**config.mk**
```make
export PLATFORM = sky130hd
export DESIGN_NAME = crc8_frame_parser_top
export DESIGN_NICKNAME = d
export VERILOG_FILES = /design/src/hdl/cfp_pkg.sv /design/src/hdl/crc8_frame_parser_top.sv /design/src/hdl/cfp_front.sv /design/src/hdl/cfp_queue.sv /design/src/hdl/cfp_back.sv
export SDC_FILE = /design/constraint.sdc
export NUM_CORES = 1
export LEC_CHECK = 0
export BUFFER_PORTS_ARGS = -buffer_cell sky130_fd_sc_hd__buf_4
export CORE_ASPECT_RATIO = 0.75
export CORE_UTILIZATION = 35
export CTS_CLUSTER_SIZE = 20
export DETAILED_ROUTE_END_ITERATION = 10
export PLACE_DENSITY = 0.59
export SLEW_MARGIN = 0
export SYNTH_ARGS = -nofsm -noshare
export SYNTH_HDL_FRONTEND = slang
export SYNTH_SLANG_ARGS = --single-unit
```
**constraint.sdc**
```tcl
create_clock -name clk -period 7 [get_ports clk]
set_clock_uncertainty 0.1 [all_clocks]
set_input_delay 1.05 -clock clk [delete_from_list [all_inputs] [get_ports clk]]
set_output_delay 1.05 -clock clk [all_outputs]
set_load 0.05 [all_outputs]
```
**src/hdl/cfp_pkg.sv**
```systemverilog
package cfp_pkg;

  // Frame format limits
  localparam int unsigned MAX_DATA = 32;
  localparam int unsigned ID_COUNT = 16;
  localparam int unsigned LEN_W    = $clog2(MAX_DATA + 1);
  localparam int unsigned POS_W    = $clog2(MAX_DATA);
  localparam logic [7:0]  START_BYTE = 8'hFE;

  // Command queue between parser and emitter
  localparam int unsigned Q_DEPTH = 4;
  localparam int unsigned Q_AW    = $clog2(Q_DEPTH);

  // Configuration register indexes
  localparam logic [7:0] REG_CRC_POLY = 8'd0;
  localparam logic [7:0] REG_CRC_INIT = 8'd1;
  localparam logic [7:0] REG_LEN_LOW  = 8'd2;
  localparam logic [7:0] REG_LEN_HIGH = 8'd3;

  // Reset values of configuration registers
  localparam logic [7:0] CRC_POLY_RST = 8'h07;
  localparam logic [7:0] CRC_INIT_RST = 8'h00;

  typedef enum logic [1:0] {
    CMD_STATUS = 2'd0,   // one status-only result
    CMD_DATA   = 2'd1,   // store a data byte, then one status-only result
    CMD_FRAME  = 2'd2    // emit the stored frame
  } cmd_kind_t;

  typedef struct packed {
    cmd_kind_t         kind;
    logic              err;
    logic [7:0]        data;
    logic [POS_W-1:0]  addr;
    logic [7:0]        id;
    logic [LEN_W-1:0]  len;
    logic [7:0]        ovr;
  } cmd_t;

  // CRC8, MSB first, one byte
  function automatic logic [7:0] crc_feed(input logic [7:0] crc, input logic [7:0] b,
                                          input logic [7:0] poly);
    logic [7:0] c;
    c = crc ^ b;
    for (int i = 0; i < 8; i++) begin
      if (c[7]) begin
        c = {c[6:0], 1'b0} ^ poly;
      end else begin
        c = {c[6:0], 1'b0};
      end
    end
    return c;
  endfunction

endpackage

```
**src/hdl/crc8_frame_parser_top.sv**
```systemverilog
// CRC8 length-prefixed frame parser.
// Input channel: in_valid/in_ready with rx_byte, one received byte per request.
// Output channel: out_valid/out_ready, one result per request. Every byte gives
// one status-only result, except the CRC byte of a good frame of length L > 0,
// which gives L results carrying the stored data bytes in order.
// Config channel: cfg_valid/cfg_ready (always ready), cfg_index 0..3 selects
// polynomial, initial CRC, lengths of ids 0-7, lengths of ids 8-15; other
// indexes are ignored. Write only while no results are outstanding.
// A status result is registered in the command queue, then in the output
// register; a frame run byte also passes the data store read register; the run
// then gives one byte per cycle while out_ready is high. Throughput: the
// parser takes one byte per cycle into a 4-entry queue while it is not full;
// the emitter pops one command per cycle outside a run while out_ready is high.
// Reset (rst, synchronous): parser to idle, counters and queue cleared,
// config back to polynomial 0x07, initial 0, all lengths 0.
// When the receiver stalls, the output register holds; the queue fills and
// in_ready drops once it holds four commands.
module crc8_frame_parser_top (
  input  logic                       clk,
  input  logic                       rst,
  input  logic                       in_valid,
  output logic                       in_ready,
  input  logic [7:0]                 rx_byte,
  input  logic                       cfg_valid,
  output logic                       cfg_ready,
  input  logic [7:0]                 cfg_index,
  input  logic [63:0]                cfg_data,
  output logic                       out_valid,
  input  logic                       out_ready,
  output logic                       frame_ok,
  output logic [7:0]                 frame_id,
  output logic [cfp_pkg::LEN_W-1:0]  frame_length,
  output logic [cfp_pkg::POS_W-1:0]  byte_position,
  output logic [7:0]                 data_byte,
  output logic                       byte_present,
  output logic                       run_last,
  output logic                       parse_error,
  output logic [7:0]                 overrun_total
);

  logic           q_full;
  logic           q_empty;
  logic           q_push;
  logic           q_pop;
  cfp_pkg::cmd_t  q_in;
  cfp_pkg::cmd_t  q_head;

  // Parser front end
  cfp_front u_front (
    .clk       (clk),
    .rst       (rst),
    .in_valid  (in_valid),
    .in_ready  (in_ready),
    .rx_byte   (rx_byte),
    .cfg_valid (cfg_valid),
    .cfg_ready (cfg_ready),
    .cfg_index (cfg_index),
    .cfg_data  (cfg_data),
    .q_full    (q_full),
    .q_push    (q_push),
    .q_cmd     (q_in)
  );

  // Command queue
  cfp_queue u_queue (
    .clk      (clk),
    .rst      (rst),
    .push     (q_push),
    .push_cmd (q_in),
    .full     (q_full),
    .pop      (q_pop),
    .head     (q_head),
    .empty    (q_empty)
  );

  // Result emitter with frame data store
  cfp_back u_back (
    .clk           (clk),
    .rst           (rst),
    .q_empty       (q_empty),
    .q_head        (q_head),
    .q_pop         (q_pop),
    .out_valid     (out_valid),
    .out_ready     (out_ready),
    .frame_ok      (frame_ok),
    .frame_id      (frame_id),
    .frame_length  (frame_length),
    .byte_position (byte_position),
    .data_byte     (data_byte),
    .byte_present  (byte_present),
    .run_last      (run_last),
    .parse_error   (parse_error),
    .overrun_total (overrun_total)
  );

endmodule

```
**src/hdl/cfp_front.sv**
```systemverilog
module cfp_front (
  input  logic                clk,
  input  logic                rst,
  input  logic                in_valid,
  output logic                in_ready,
  input  logic [7:0]          rx_byte,
  input  logic                cfg_valid,
  output logic                cfg_ready,
  input  logic [7:0]          cfg_index,
  input  logic [63:0]         cfg_data,
  input  logic                q_full,
  output logic                q_push,
  output cfp_pkg::cmd_t       q_cmd
);

  typedef enum logic [4:0] {
    PH_IDLE   = 5'b00001,
    PH_START  = 5'b00010,
    PH_LENGTH = 5'b00100,
    PH_DATA   = 5'b01000,
    PH_CRC    = 5'b10000
  } phase_t;

  phase_t                      phase, phase_next;
  logic [cfp_pkg::LEN_W-1:0]   exp_len, exp_len_next;
  logic [7:0]                  cur_id, cur_id_next;
  logic [cfp_pkg::LEN_W-1:0]   fill, fill_next;
  logic [7:0]                  crc, crc_next;
  logic [7:0]                  ovr, ovr_next;
  logic [7:0]                  crc_poly;
  logic [7:0]                  crc_init;
  logic [63:0]                 len_low;
  logic [63:0]                 len_high;
  logic                        accept;
  logic [63:0]                 tbl_word;
  logic [7:0]                  tbl_len;
  logic [7:0]                  crc_in;
  logic [7:0]                  crc_out;
  logic [cfp_pkg::LEN_W-1:0]   fill_inc;

  assign in_ready  = !q_full;
  assign cfg_ready = 1'b1;
  assign accept    = in_valid && in_ready;
  assign q_push    = accept;

  // Expected length lookup for the id byte
  assign tbl_word = rx_byte[3] ? len_high : len_low;
  assign tbl_len  = tbl_word[{rx_byte[2:0], 3'b000} +: 8];

  // One CRC unit, fed from the init value on the length byte
  assign crc_in   = (phase == PH_START) ? crc_init : crc;
  assign crc_out  = cfp_pkg::crc_feed(crc_in, rx_byte, crc_poly);
  assign fill_inc = fill + 1'b1;

  // Parser next state and command
  always_comb begin
    phase_next   = phase;
    exp_len_next = exp_len;
    cur_id_next  = cur_id;
    fill_next    = fill;
    crc_next     = crc;
    ovr_next     = ovr;
    q_cmd        = '0;
    q_cmd.kind   = cfp_pkg::CMD_STATUS;
    unique case (phase)
      PH_IDLE: begin
        if (rx_byte == cfp_pkg::START_BYTE) begin
          phase_next   = PH_START;
          exp_len_next = '0;
        end
      end
      PH_START: begin
        if (rx_byte > 8'(cfp_pkg::MAX_DATA)) begin
          ovr_next   = ovr + 8'd1;
          q_cmd.err  = 1'b1;
          phase_next = PH_IDLE;
        end else begin
          exp_len_next = rx_byte[cfp_pkg::LEN_W-1:0];
          fill_next    = '0;
          crc_next     = crc_out;
          phase_next   = PH_LENGTH;
        end
      end
      PH_LENGTH: begin
        if (rx_byte >= 8'(cfp_pkg::ID_COUNT) || tbl_len != 8'(exp_len)) begin
          q_cmd.err  = 1'b1;
          phase_next = (rx_byte == cfp_pkg::START_BYTE) ? PH_START : PH_IDLE;
        end else begin
          cur_id_next = rx_byte;
          crc_next    = crc_out;
          phase_next  = (exp_len == '0) ? PH_CRC : PH_DATA;
        end
      end
      PH_DATA: begin
        q_cmd.kind = cfp_pkg::CMD_DATA;
        q_cmd.data = rx_byte;
        q_cmd.addr = fill[cfp_pkg::POS_W-1:0];
        crc_next   = crc_out;
        fill_next  = fill_inc;
        if (fill_inc >= exp_len) begin
          phase_next = PH_CRC;
        end
      end
      PH_CRC: begin
        if (rx_byte != crc) begin
          q_cmd.err  = 1'b1;
          phase_next = (rx_byte == cfp_pkg::START_BYTE) ? PH_START : PH_IDLE;
        end else begin
          q_cmd.kind = cfp_pkg::CMD_FRAME;
          q_cmd.id   = cur_id;
          q_cmd.len  = exp_len;
          phase_next = PH_IDLE;
        end
      end
      default: begin
        phase_next = PH_IDLE;
      end
    endcase
    q_cmd.ovr = ovr_next;
  end

  // Parser state
  always_ff @(posedge clk) begin
    if (rst) begin
      phase   <= PH_IDLE;
      exp_len <= '0;
      cur_id  <= '0;
      fill    <= '0;
      crc     <= '0;
      ovr     <= '0;
    end else if (accept) begin
      phase   <= phase_next;
      exp_len <= exp_len_next;
      cur_id  <= cur_id_next;
      fill    <= fill_next;
      crc     <= crc_next;
      ovr     <= ovr_next;
    end
  end

  // Configuration registers; unknown indexes are dropped
  always_ff @(posedge clk) begin
    if (rst) begin
      crc_poly <= cfp_pkg::CRC_POLY_RST;
      crc_init <= cfp_pkg::CRC_INIT_RST;
      len_low  <= '0;
      len_high <= '0;
    end else if (cfg_valid && cfg_ready) begin
      case (cfg_index)
        cfp_pkg::REG_CRC_POLY: crc_poly <= cfg_data[7:0];
        cfp_pkg::REG_CRC_INIT: crc_init <= cfg_data[7:0];
        cfp_pkg::REG_LEN_LOW:  len_low  <= cfg_data;
        cfp_pkg::REG_LEN_HIGH: len_high <= cfg_data;
        default: begin
        end
      endcase
    end
  end

endmodule

```
**src/hdl/cfp_queue.sv**
```systemverilog
module cfp_queue (
  input  logic           clk,
  input  logic           rst,
  input  logic           push,
  input  cfp_pkg::cmd_t  push_cmd,
  output logic           full,
  input  logic           pop,
  output cfp_pkg::cmd_t  head,
  output logic           empty
);

  cfp_pkg::cmd_t             entries [cfp_pkg::Q_DEPTH];
  logic [cfp_pkg::Q_AW-1:0]  wr_ptr;
  logic [cfp_pkg::Q_AW-1:0]  rd_ptr;
  logic [cfp_pkg::Q_AW:0]    count;

  assign full  = (count == (cfp_pkg::Q_AW+1)'(cfp_pkg::Q_DEPTH));
  assign empty = (count == '0);
  assign head  = entries[rd_ptr];

  // Entry storage
  always_ff @(posedge clk) begin
    if (push) begin
      entries[wr_ptr] <= push_cmd;
    end
  end

  // Pointers and fill count
  always_ff @(posedge clk) begin
    if (rst) begin
      wr_ptr <= '0;
      rd_ptr <= '0;
      count  <= '0;
    end else begin
      if (push) begin
        wr_ptr <= wr_ptr + 1'b1;
      end
      if (pop) begin
        rd_ptr <= rd_ptr + 1'b1;
      end
      if (push && !pop) begin
        count <= count + 1'b1;
      end else if (pop && !push) begin
        count <= count - 1'b1;
      end
    end
  end

endmodule

```
**src/hdl/cfp_back.sv**
```systemverilog
module cfp_back (
  input  logic                       clk,
  input  logic                       rst,
  input  logic                       q_empty,
  input  cfp_pkg::cmd_t              q_head,
  output logic                       q_pop,
  output logic                       out_valid,
  input  logic                       out_ready,
  output logic                       frame_ok,
  output logic [7:0]                 frame_id,
  output logic [cfp_pkg::LEN_W-1:0]  frame_length,
  output logic [cfp_pkg::POS_W-1:0]  byte_position,
  output logic [7:0]                 data_byte,
  output logic                       byte_present,
  output logic                       run_last,
  output logic                       parse_error,
  output logic [7:0]                 overrun_total
);

  typedef enum logic [1:0] {
    B_IDLE = 2'b01,
    B_EMIT = 2'b10
  } bstate_t;

  bstate_t                    state;
  logic [7:0]                 mem [cfp_pkg::MAX_DATA];
  logic [7:0]                 rd_data;
  logic [cfp_pkg::POS_W-1:0]  rd_addr;
  logic                       mem_we;
  logic                       mem_re;
  logic                       out_free;
  logic                       start_emit;
  logic                       emit_step;
  logic                       emit_last;
  logic [cfp_pkg::POS_W-1:0]  em_pos;
  logic [cfp_pkg::LEN_W-1:0]  em_len;
  logic [7:0]                 em_id;
  logic [7:0]                 em_ovr;

  // Control decode
  always_comb begin
    out_free   = !out_valid || out_ready;
    q_pop      = (state == B_IDLE) && !q_empty && out_free;
    mem_we     = q_pop && (q_head.kind == cfp_pkg::CMD_DATA);
    start_emit = q_pop && (q_head.kind == cfp_pkg::CMD_FRAME) && (q_head.len != '0);
    emit_step  = (state == B_EMIT) && out_free;
    emit_last  = ((cfp_pkg::LEN_W'(em_pos) + 1'b1) == em_len);
    mem_re     = start_emit || (emit_step && !emit_last);
    rd_addr    = start_emit ? '0 : em_pos + 1'b1;
  end

  // Frame data store, registered read
  always_ff @(posedge clk) begin
    if (mem_we) begin
      mem[q_head.addr] <= q_head.data;
    end
    if (mem_re) begin
      rd_data <= mem[rd_addr];
    end
  end

  // Emitter state and output valid
  always_ff @(posedge clk) begin
    if (rst) begin
      state     <= B_IDLE;
      out_valid <= 1'b0;
    end else begin
      if (q_pop && !start_emit) begin
        out_valid <= 1'b1;
      end else if (emit_step) begin
        out_valid <= 1'b1;
      end else if (out_ready) begin
        out_valid <= 1'b0;
      end
      unique case (state)
        B_IDLE: if (start_emit) state <= B_EMIT;
        B_EMIT: if (emit_step && emit_last) state <= B_IDLE;
        default: state <= B_IDLE;
      endcase
    end
  end

  // Run bookkeeping
  always_ff @(posedge clk) begin
    if (start_emit) begin
      em_pos <= '0;
      em_len <= q_head.len;
      em_id  <= q_head.id;
      em_ovr <= q_head.ovr;
    end else if (emit_step) begin
      em_pos <= em_pos + 1'b1;
    end
  end

  // Output payload register
  always_ff @(posedge clk) begin
    if (q_pop && !start_emit) begin
      frame_ok      <= (q_head.kind == cfp_pkg::CMD_FRAME);
      frame_id      <= (q_head.kind == cfp_pkg::CMD_FRAME) ? q_head.id : 8'd0;
      frame_length  <= '0;
      byte_position <= '0;
      data_byte     <= '0;
      byte_present  <= 1'b0;
      run_last      <= 1'b1;
      parse_error   <= q_head.err;
      overrun_total <= q_head.ovr;
    end else if (emit_step) begin
      frame_ok      <= 1'b1;
      frame_id      <= em_id;
      frame_length  <= em_len;
      byte_position <= em_pos;
      data_byte     <= rd_data;
      byte_present  <= 1'b1;
      run_last      <= emit_last;
      parse_error   <= 1'b0;
      overrun_total <= em_ovr;
    end
  end

`ifndef ASSERT_OFF
  a_present_ok: assert property (@(posedge clk) disable iff (rst)
    out_valid && byte_present |-> frame_ok && !parse_error)
    else $error("data byte outside a good frame");
  a_pos_in_len: assert property (@(posedge clk) disable iff (rst)
    out_valid && byte_present |-> cfp_pkg::LEN_W'(byte_position) < frame_length)
    else $error("byte position beyond frame length");
  a_status_zero: assert property (@(posedge clk) disable iff (rst)
    out_valid && !byte_present |-> frame_length == '0 && run_last)
    else $error("status result carries run fields");
  a_emit_range: assert property (@(posedge clk) disable iff (rst)
    state == B_EMIT |-> cfp_pkg::LEN_W'(em_pos) < em_len)
    else $error("emitter ran past frame end");
  a_no_pop_emit: assert property (@(posedge clk) disable iff (rst)
    state == B_EMIT |-> !q_pop)
    else $error("queue popped during a run");
`endif

endmodule
```
Yosys cells after proc, flatten, opt, wreduce, memory -nomap -nowiden
Memories as Yosys holds them, arrays and structs flattened. A register that Yosys moved wholly into a read port is not among the register bits. Cells that the tools add are included.

Bits in registers: 261. RAM bits: 408. Input bits: 85. Memories kept: 2.

Memory list: u_back.mem (words 32, width 8, read ports 1, clocked after Yosys merged registers in 1, wr ports 1, line cfp_back.sv:26) `logic [7:0] mem [cfp_pkg::MAX_DATA];`; u_queue.entries (words 4, width 38, read ports 1, clocked after Yosys merged registers in 1, wr ports 1, line cfp_queue.sv:12) `cfp_pkg::cmd_t entries [cfp_pkg::Q_DEPTH];`.

Equality and inequality tests: 23. Reductions and logical operators: 42. Magnitude comparators: 3. Shift operators: 1. Muxes and demuxes: 61. Bitwise gates (word level): 10. Add/subtract/negate cells: 8.

Operators with widths (number): 8-bit two-way mux (18); 8-bit bitwise XOR (9); 64-bit two-way mux (1); 64-bit by 7-bit indexed part select with 8-bit output (1); 5-bit two-way mux (6); 14-bit two-way mux (2); 5-bit one-hot mux with 5 select lines (1); 6-bit one-hot mux with 2 select lines (2); 8-bit one-hot mux with 3 select lines (1); 6-bit two-way mux (3); 8-bit by 2-bit equality test with 1-bit output (second input constant) (2); 1-bit two-way mux (14); 13-bit two-way mux (1); 1-bit logical AND (12); 2-bit two-way mux (6); 2-bit AND reduction (5); 3-bit two-way mux (3); 3-bit AND reduction (3); 8-bit by 1-bit adder with 8-bit output (second input constant) (1); 8-bit by 1-bit equality test with 1-bit output (second input constant) (1); 8-bit equality test (second input constant) (1); 8-bit by 5-bit greater-or-equal comparator with 1-bit output (second input constant) (1); 8-bit by 6-bit greater-than comparator with 1-bit output (second input constant) (1); 8-bit logical NOT (1); other kinds (31) (52).

Logic depth before layout (Yosys ltp)
Word-level depth: 21. Depth in mapped cells: 19.

Modules after synthesis
Synthesis repeated with hierarchy kept, for this count alone.

Cells, all modules: 2430. Area total of the unflattened synthesis: 29465.8 um^2.

Modules (own cells, without submodules): cfp_back (seq. area each 9709.3 um^2, instances 1, cells each 926, area an instance 13411.6 um^2); cfp_front (seq. area each 3703.6 um^2, instances 1, cells each 1262, area an instance 10127.2 um^2); cfp_queue (seq. area each 4744.6 um^2, instances 1, cells each 242, area an instance 5926.9 um^2).

Least setup slack after synthesis
No wires, ideal clock.

Path kind: input to register. Start point: in rx_byte[0]. End point: reg u_front.crc[3]. Arrival: 4.882 ns. Stages on the path: 11. Setup slack: 1.939 ns. Setup time: 0.079 ns. Path through: clkbuf_1 buf_2 mux4_2 mux4_2 xnor2_1 nor4_1 a31oi_1 a2111oi_0 clkbuf_1 nor2_1 a211oi_2.

Word-level cells in the longest chain between the ends: 18. Elaborated cells on any way between the ends: 27. Classes of those cells: 2 x order compare; 3 x eq/ne; 1 x shift; 11 x mux; 8 x bitwise; 2 x reduce/logical.

RTL lines: start, declared (line crc8_frame_parser_top.sv:23) `input logic [7:0] rx_byte,`; 8-bit bitwise XOR (line cfp_pkg.sv:44) `c = crc ^ b;`; 8-bit bitwise XOR (line cfp_pkg.sv:47) `c = {c[6:0], 1'b0} ^ poly;`; 8-bit two-way mux (line cfp_pkg.sv:46) `if (c[7]) begin`; 8-bit bitwise XOR (line cfp_pkg.sv:47); 8-bit two-way mux (line cfp_pkg.sv:46); 8-bit bitwise XOR (line cfp_pkg.sv:47); 8-bit two-way mux (line cfp_pkg.sv:46); 8-bit bitwise XOR (line cfp_pkg.sv:47); 8-bit two-way mux (line cfp_pkg.sv:46); 8-bit bitwise XOR (line cfp_pkg.sv:47); 8-bit two-way mux (line cfp_pkg.sv:46); 8-bit bitwise XOR (line cfp_pkg.sv:47); 8-bit two-way mux (line cfp_pkg.sv:46); 8-bit bitwise XOR (line cfp_pkg.sv:47); 8-bit two-way mux (2 in series) (line cfp_pkg.sv:46); 8-bit two-way mux, on equally long branches (line cfp_front.sv:85, cfp_front.sv:73); 8-bit one-hot mux with 3 select lines (line cfp_front.sv:65) `unique case (phase)`; end signal, assigned (line cfp_front.sv:136) `crc <= crc_next;`; end, declared (line cfp_front.sv:28) `logic [7:0] crc, crc_next;`.

Parallel ways exist; a longest one is shown, timed or not. The select of a mux whose other input is x is not followed. A chain may end at the register's enable or synchronous reset.

Worst setup path in the final report
Start point: reg u_front.phase[1]. End point: reg u_front.crc[2].

Word-level cells in the longest chain between the ends: 20. Elaborated cells on any way between the ends: 28. Classes of those cells: 5 x eq/ne; 12 x mux; 9 x bitwise; 2 x reduce/logical.

RTL lines: start, declared (line cfp_front.sv:24) `phase_t phase, phase_next;`; start signal, assigned (line cfp_front.sv:132) `phase <= phase_next;`; 5-bit by 2-bit equality test with 1-bit output (line cfp_front.sv:51, cfp_front.sv:65); 8-bit two-way mux (line cfp_front.sv:51) `assign crc_in = (phase == PH_START) ? crc_init : crc;`; 8-bit bitwise XOR (line cfp_pkg.sv:44); 8-bit bitwise XOR (line cfp_pkg.sv:47); 8-bit two-way mux (line cfp_pkg.sv:46); 8-bit bitwise XOR (line cfp_pkg.sv:47); 8-bit two-way mux (line cfp_pkg.sv:46); 8-bit bitwise XOR (line cfp_pkg.sv:47); (+4 left out); 8-bit two-way mux (line cfp_pkg.sv:46); 8-bit two-way mux / 8-bit bitwise XOR (equally long branches) (line cfp_pkg.sv:46, cfp_pkg.sv:47); 8-bit bitwise XOR / 8-bit two-way mux (equally long branches) (line cfp_pkg.sv:47, cfp_pkg.sv:46); 8-bit two-way mux / 8-bit bitwise XOR (equally long branches) (line cfp_pkg.sv:46, cfp_pkg.sv:47); 8-bit bitwise XOR / 8-bit two-way mux (equally long branches) (line cfp_pkg.sv:47, cfp_pkg.sv:46); 8-bit two-way mux (line cfp_pkg.sv:46); 8-bit two-way mux, on equally long branches (line cfp_front.sv:85, cfp_front.sv:73); 8-bit one-hot mux with 3 select lines (line cfp_front.sv:65).

Parallel ways exist; a longest one is shown, timed or not. The select of a mux whose other input is x is not followed.

==> impl_metrics.json <==
{
  "outcome": "finished clean",
  "cts_setup_buffers": 0,
  "antenna_found_initial": 5,
  "routed_via_density": 5.23,
  "crit_fanout": 14,
  "postRouteAntennaNets": 0,
  "cp.required_ps": 7390,
  "crit_path_start_kind": "flop",
  "grt_pass1_vias": 18300,
  "cts_made_buffers": 68,
  "r2r-start": "u_front.phase[1]",
  "grt_max_degree": 101,
  "dr.first_iter.drc_count": 1450,
  "maxCapViolations": 0,
  "crit_slowest_cell": "xor2_1",
  "end_kind": "flop",
  "cts_max_level": 3,
  "vdd_drop_max_mv": 0.239,
  "io_pins": 127,
  "power_density_mw_per_mm2": 322,
  "die-area_mm2": 0.0844,
  "relSlewSlack_pct": 26.5,
  "crit_top_cell": "xor2_1",
  "path_class": "flop to flop",
  "dp_hpwl_um": 45500,
  "die_x_um": 335,
  "synth_edf_count": 456,
  "hp-start": "u_front.cur_id[6]",
  "dr.pass1.iters": 5,
  "path_clk_slew_ps": 60,
  "reg2reg_depth": 13,
  "startpoint": "u_front.phase[1]",
  "rsz0062_at_grt": "false",
  "synth.net_count": 2457,
  "hold_viol": 0,
  "syn_area_per_cell_um2": 12.4,
  "min_to": "u_front.cur_id[6]",
  "start_util_pct": 35.4,
  "max_stage_delay_ps": 780,
  "final_nets": 2521,
  "ys_types": 80,
  "cts-resized-gates": 0,
  "ys_seq_area_share_pct": 62.3,
  "synth_area_leader_cell": "edfxtp_1",
  "die_y_um": 252,
  "r2r_slack_ps": 1450,
  "power_mw": 10.7,
  "port_buffers": 125,
  "cts_tree": "built",
  "cp.arrival_ps": 5940,
  "clock_sinks": 679,
  "synth_area_mm2": 0.0291,
  "path_cells": "or3b_1, nor2_2, mux2i_1, xor2_1, xor3_1, o211ai_1, nand2_1, xor2_1, buf_4, a21oi_1, o31a_1, nor4bb_1, or3_1",
  "root_buffer": "clkbuf_16",
  "avgRoutedWirePerCell_um": 19.7,
  "design.core.area_mm2": 0.0823,
  "vias": 18800,
  "routed_wl_um": 70700,
  "synth_top_area_share_pct": 47.0,
  "clk_latency_ps": 610,
  "routabilityCongestion": 0.897,
  "setup_viol": 0,
  "grt_use_total_pct": 16.6,
  "worstMarginPinSlew_ps": 1100,
  "setup_tns_ps": 0,
  "slew_viol_final": 0,
  "ctsLongestPathBuffers": 3,
  "grt-ovfl-total": 0,
  "hold_class": "flop to flop",
  "yosysWarnings": 0,
  "post-route-drc-count": 0,
  "ctsHoldBuffers": 0,
  "grt_pass1_wl_um": 108000,
  "post-route-period-util_pct": 79.3,
  "ys.flop_type": "edfxtp_1",
  "syn_to_final_growth_pct": 14.3,
  "drive_above_1_share_pct": 16.0,
  "rows": 91,
  "max_freq_mhz": 180,
  "whs_path_depth": 1,
  "antenna_cells": 0,
  "reg2reg_to": "u_front.crc[2]",
  "synth_seq_cells": 679,
  "synth_area_leaders": "edfxtp_1 47%, dfxtp_1 15%, mux4_2 8.8%",
  "synthArstFlopShare_pct": 0,
  "period_minus_slack_ps": 5550,
  "p_leak_nw": 10.9,
  "syn_inst": 2357
}
==> cells in the mapped netlist (4+ instances only) <==
cell and n:
edfxtp_1 456, nand2_1 414, dfxtp_1 223, a21oi_1 212
nor2_1 203, clkbuf_1 122, mux4_2 114, o21ai_0 58
xnor2_1 55, nand2b_1 49, nand3_1 34, o311ai_0 34
xor2_1 34, and2_1 30, mux2i_1 30, nor3_1 29
nor2b_1 21, inv_1 18, buf_1 17, a211oi_1 14
ha_1 14, or3_1 12, and3_1 10, buf_2 10
mux2_2 9, nand3b_1 8, nand4_1 8, o211ai_1 8
a211o_1 7, a22oi_1 7, xnor3_1 7, nor4_1 6
o211a_1 6, o22ai_1 5, a21o_1 4
==> per-stage QoR <==
| step | instance area, µm² | instances | utilization (%) | worst slack (ps) | hold WS, ps |
|---|---|---|---|---|---|
| 2_1_floorplan | 29100 | 2357 | - | 1940 | 321 |
| 3_3_place_gp | 31100 | 3467 | 37.8 | 1430 | 333 |
| 3_5_place_dp | 31100 | 3467 | 37.8 | 1360 | 340 |
| 4_1_cts | 33300 | 3589 | 40.5 | 1510 | 354 |
| 5_1_grt | 33300 | 3589 | 40.5 | 1150 | 363 |
| 6_report | 33300 | 3589 | 40.5 | 1450 | 350 |
==> critical path, delay by kind of cell, from the launching register on <==
| family | cells | cell delay (ps) |
|---|---|---|
| AO/OA/AOI/OAI | 3 | 630 |
| XOR/XNOR | 3 | 1840 |
| buffers and inverters | 1 | 300 |
| flip-flops | 1 | 440 |
| multiplexers | 1 | 310 |
| AND/OR/NAND/NOR | 5 | 1790 |
==> worst max path at each step <==
stage	to	slack [ps]	cells past startpoint
finish	u_front.crc[2]	1450	13
global route	u_front.crc[2]	1150	14
CTS	u_front.crc[3]	1510	13
detailed placement	u_front.crc[2]	1360	16
global placement	u_front.crc[2]	1430	16
floorplan	u_front.crc[3]	1940	11
==> cell families after synthesis <==
kind of cell / after synthesis / synth area share [%]
xor gates and xnor gates: 98 / 3.35
muxes: 153 / 10.2
AOI/OAI and AO/OA: 393 / 8.37
and+or+nand+nor: 847 / 12.8
DFF: 679 / 62.3
other: 1 / 0.0129
buffers and inverters: 171 / 2.30
adders and majority gates: 15 / 0.670
==> layout by cell type (no fill, tap or decap), types with 8 or more instances in the layout <==
cell type	instances
a211oi_1	14
a21oi_1	212
and2_1	29
buf_4	144
clkbuf_1	19
clkbuf_16	70
clkinv_1	14
dfxtp_1	221
edfxtp_1	456
ha_1	14
inv_1	18
mux2_2	9
mux2i_1	30
mux4_2	114
nand2_1	413
nand2b_1	49
nand3_1	33
nand3b_1	8
nand4_1	8
nor2_1	199
nor2b_1	21
nor3_1	29
o211ai_1	8
o21ai_0	58
o311ai_0	34
or3_1	12
xnor2_1	55
xor2_1	34
==> power by group <==
group,total [mW],internal [mW],switching [mW]
logic,2.18,0.667,1.52
registers,4.95,4.83,0.124
clock network,3.59,2.04,1.55
==> registers in the layout (all words and copies together) (netlist names), 64 cells and up, named ones only <==
register	flops
u_back.mem	256
u_queue.entries	152
u_front.len_high	64
u_front.len_low	64
==> layout make-up <==
| type | count | area, µm² |
|---|---|---|
| inverters | 19 | 71.3 |
| multi-input cells | 1507 | 10400 |
| clock buffers | 92 | 1860 |
| well taps | 1116 | 1400 |
| clock inverters | 30 | 312 |
| fillers | 7591 | 49000 |
| flip-flops and latches | 679 | 18200 |
| repair buffers | 146 | 1110 |
==> layer usage <==
layer  vias up  wire, µm  GRT usage (%)
met2       589     30900           24.7
met1      9327     32800           23.7
li1       8721         -              -
met4         8      1600           4.88
met3       117      5360           4.37
met5         -        57              0
Power figures use the tool's default switching activity.
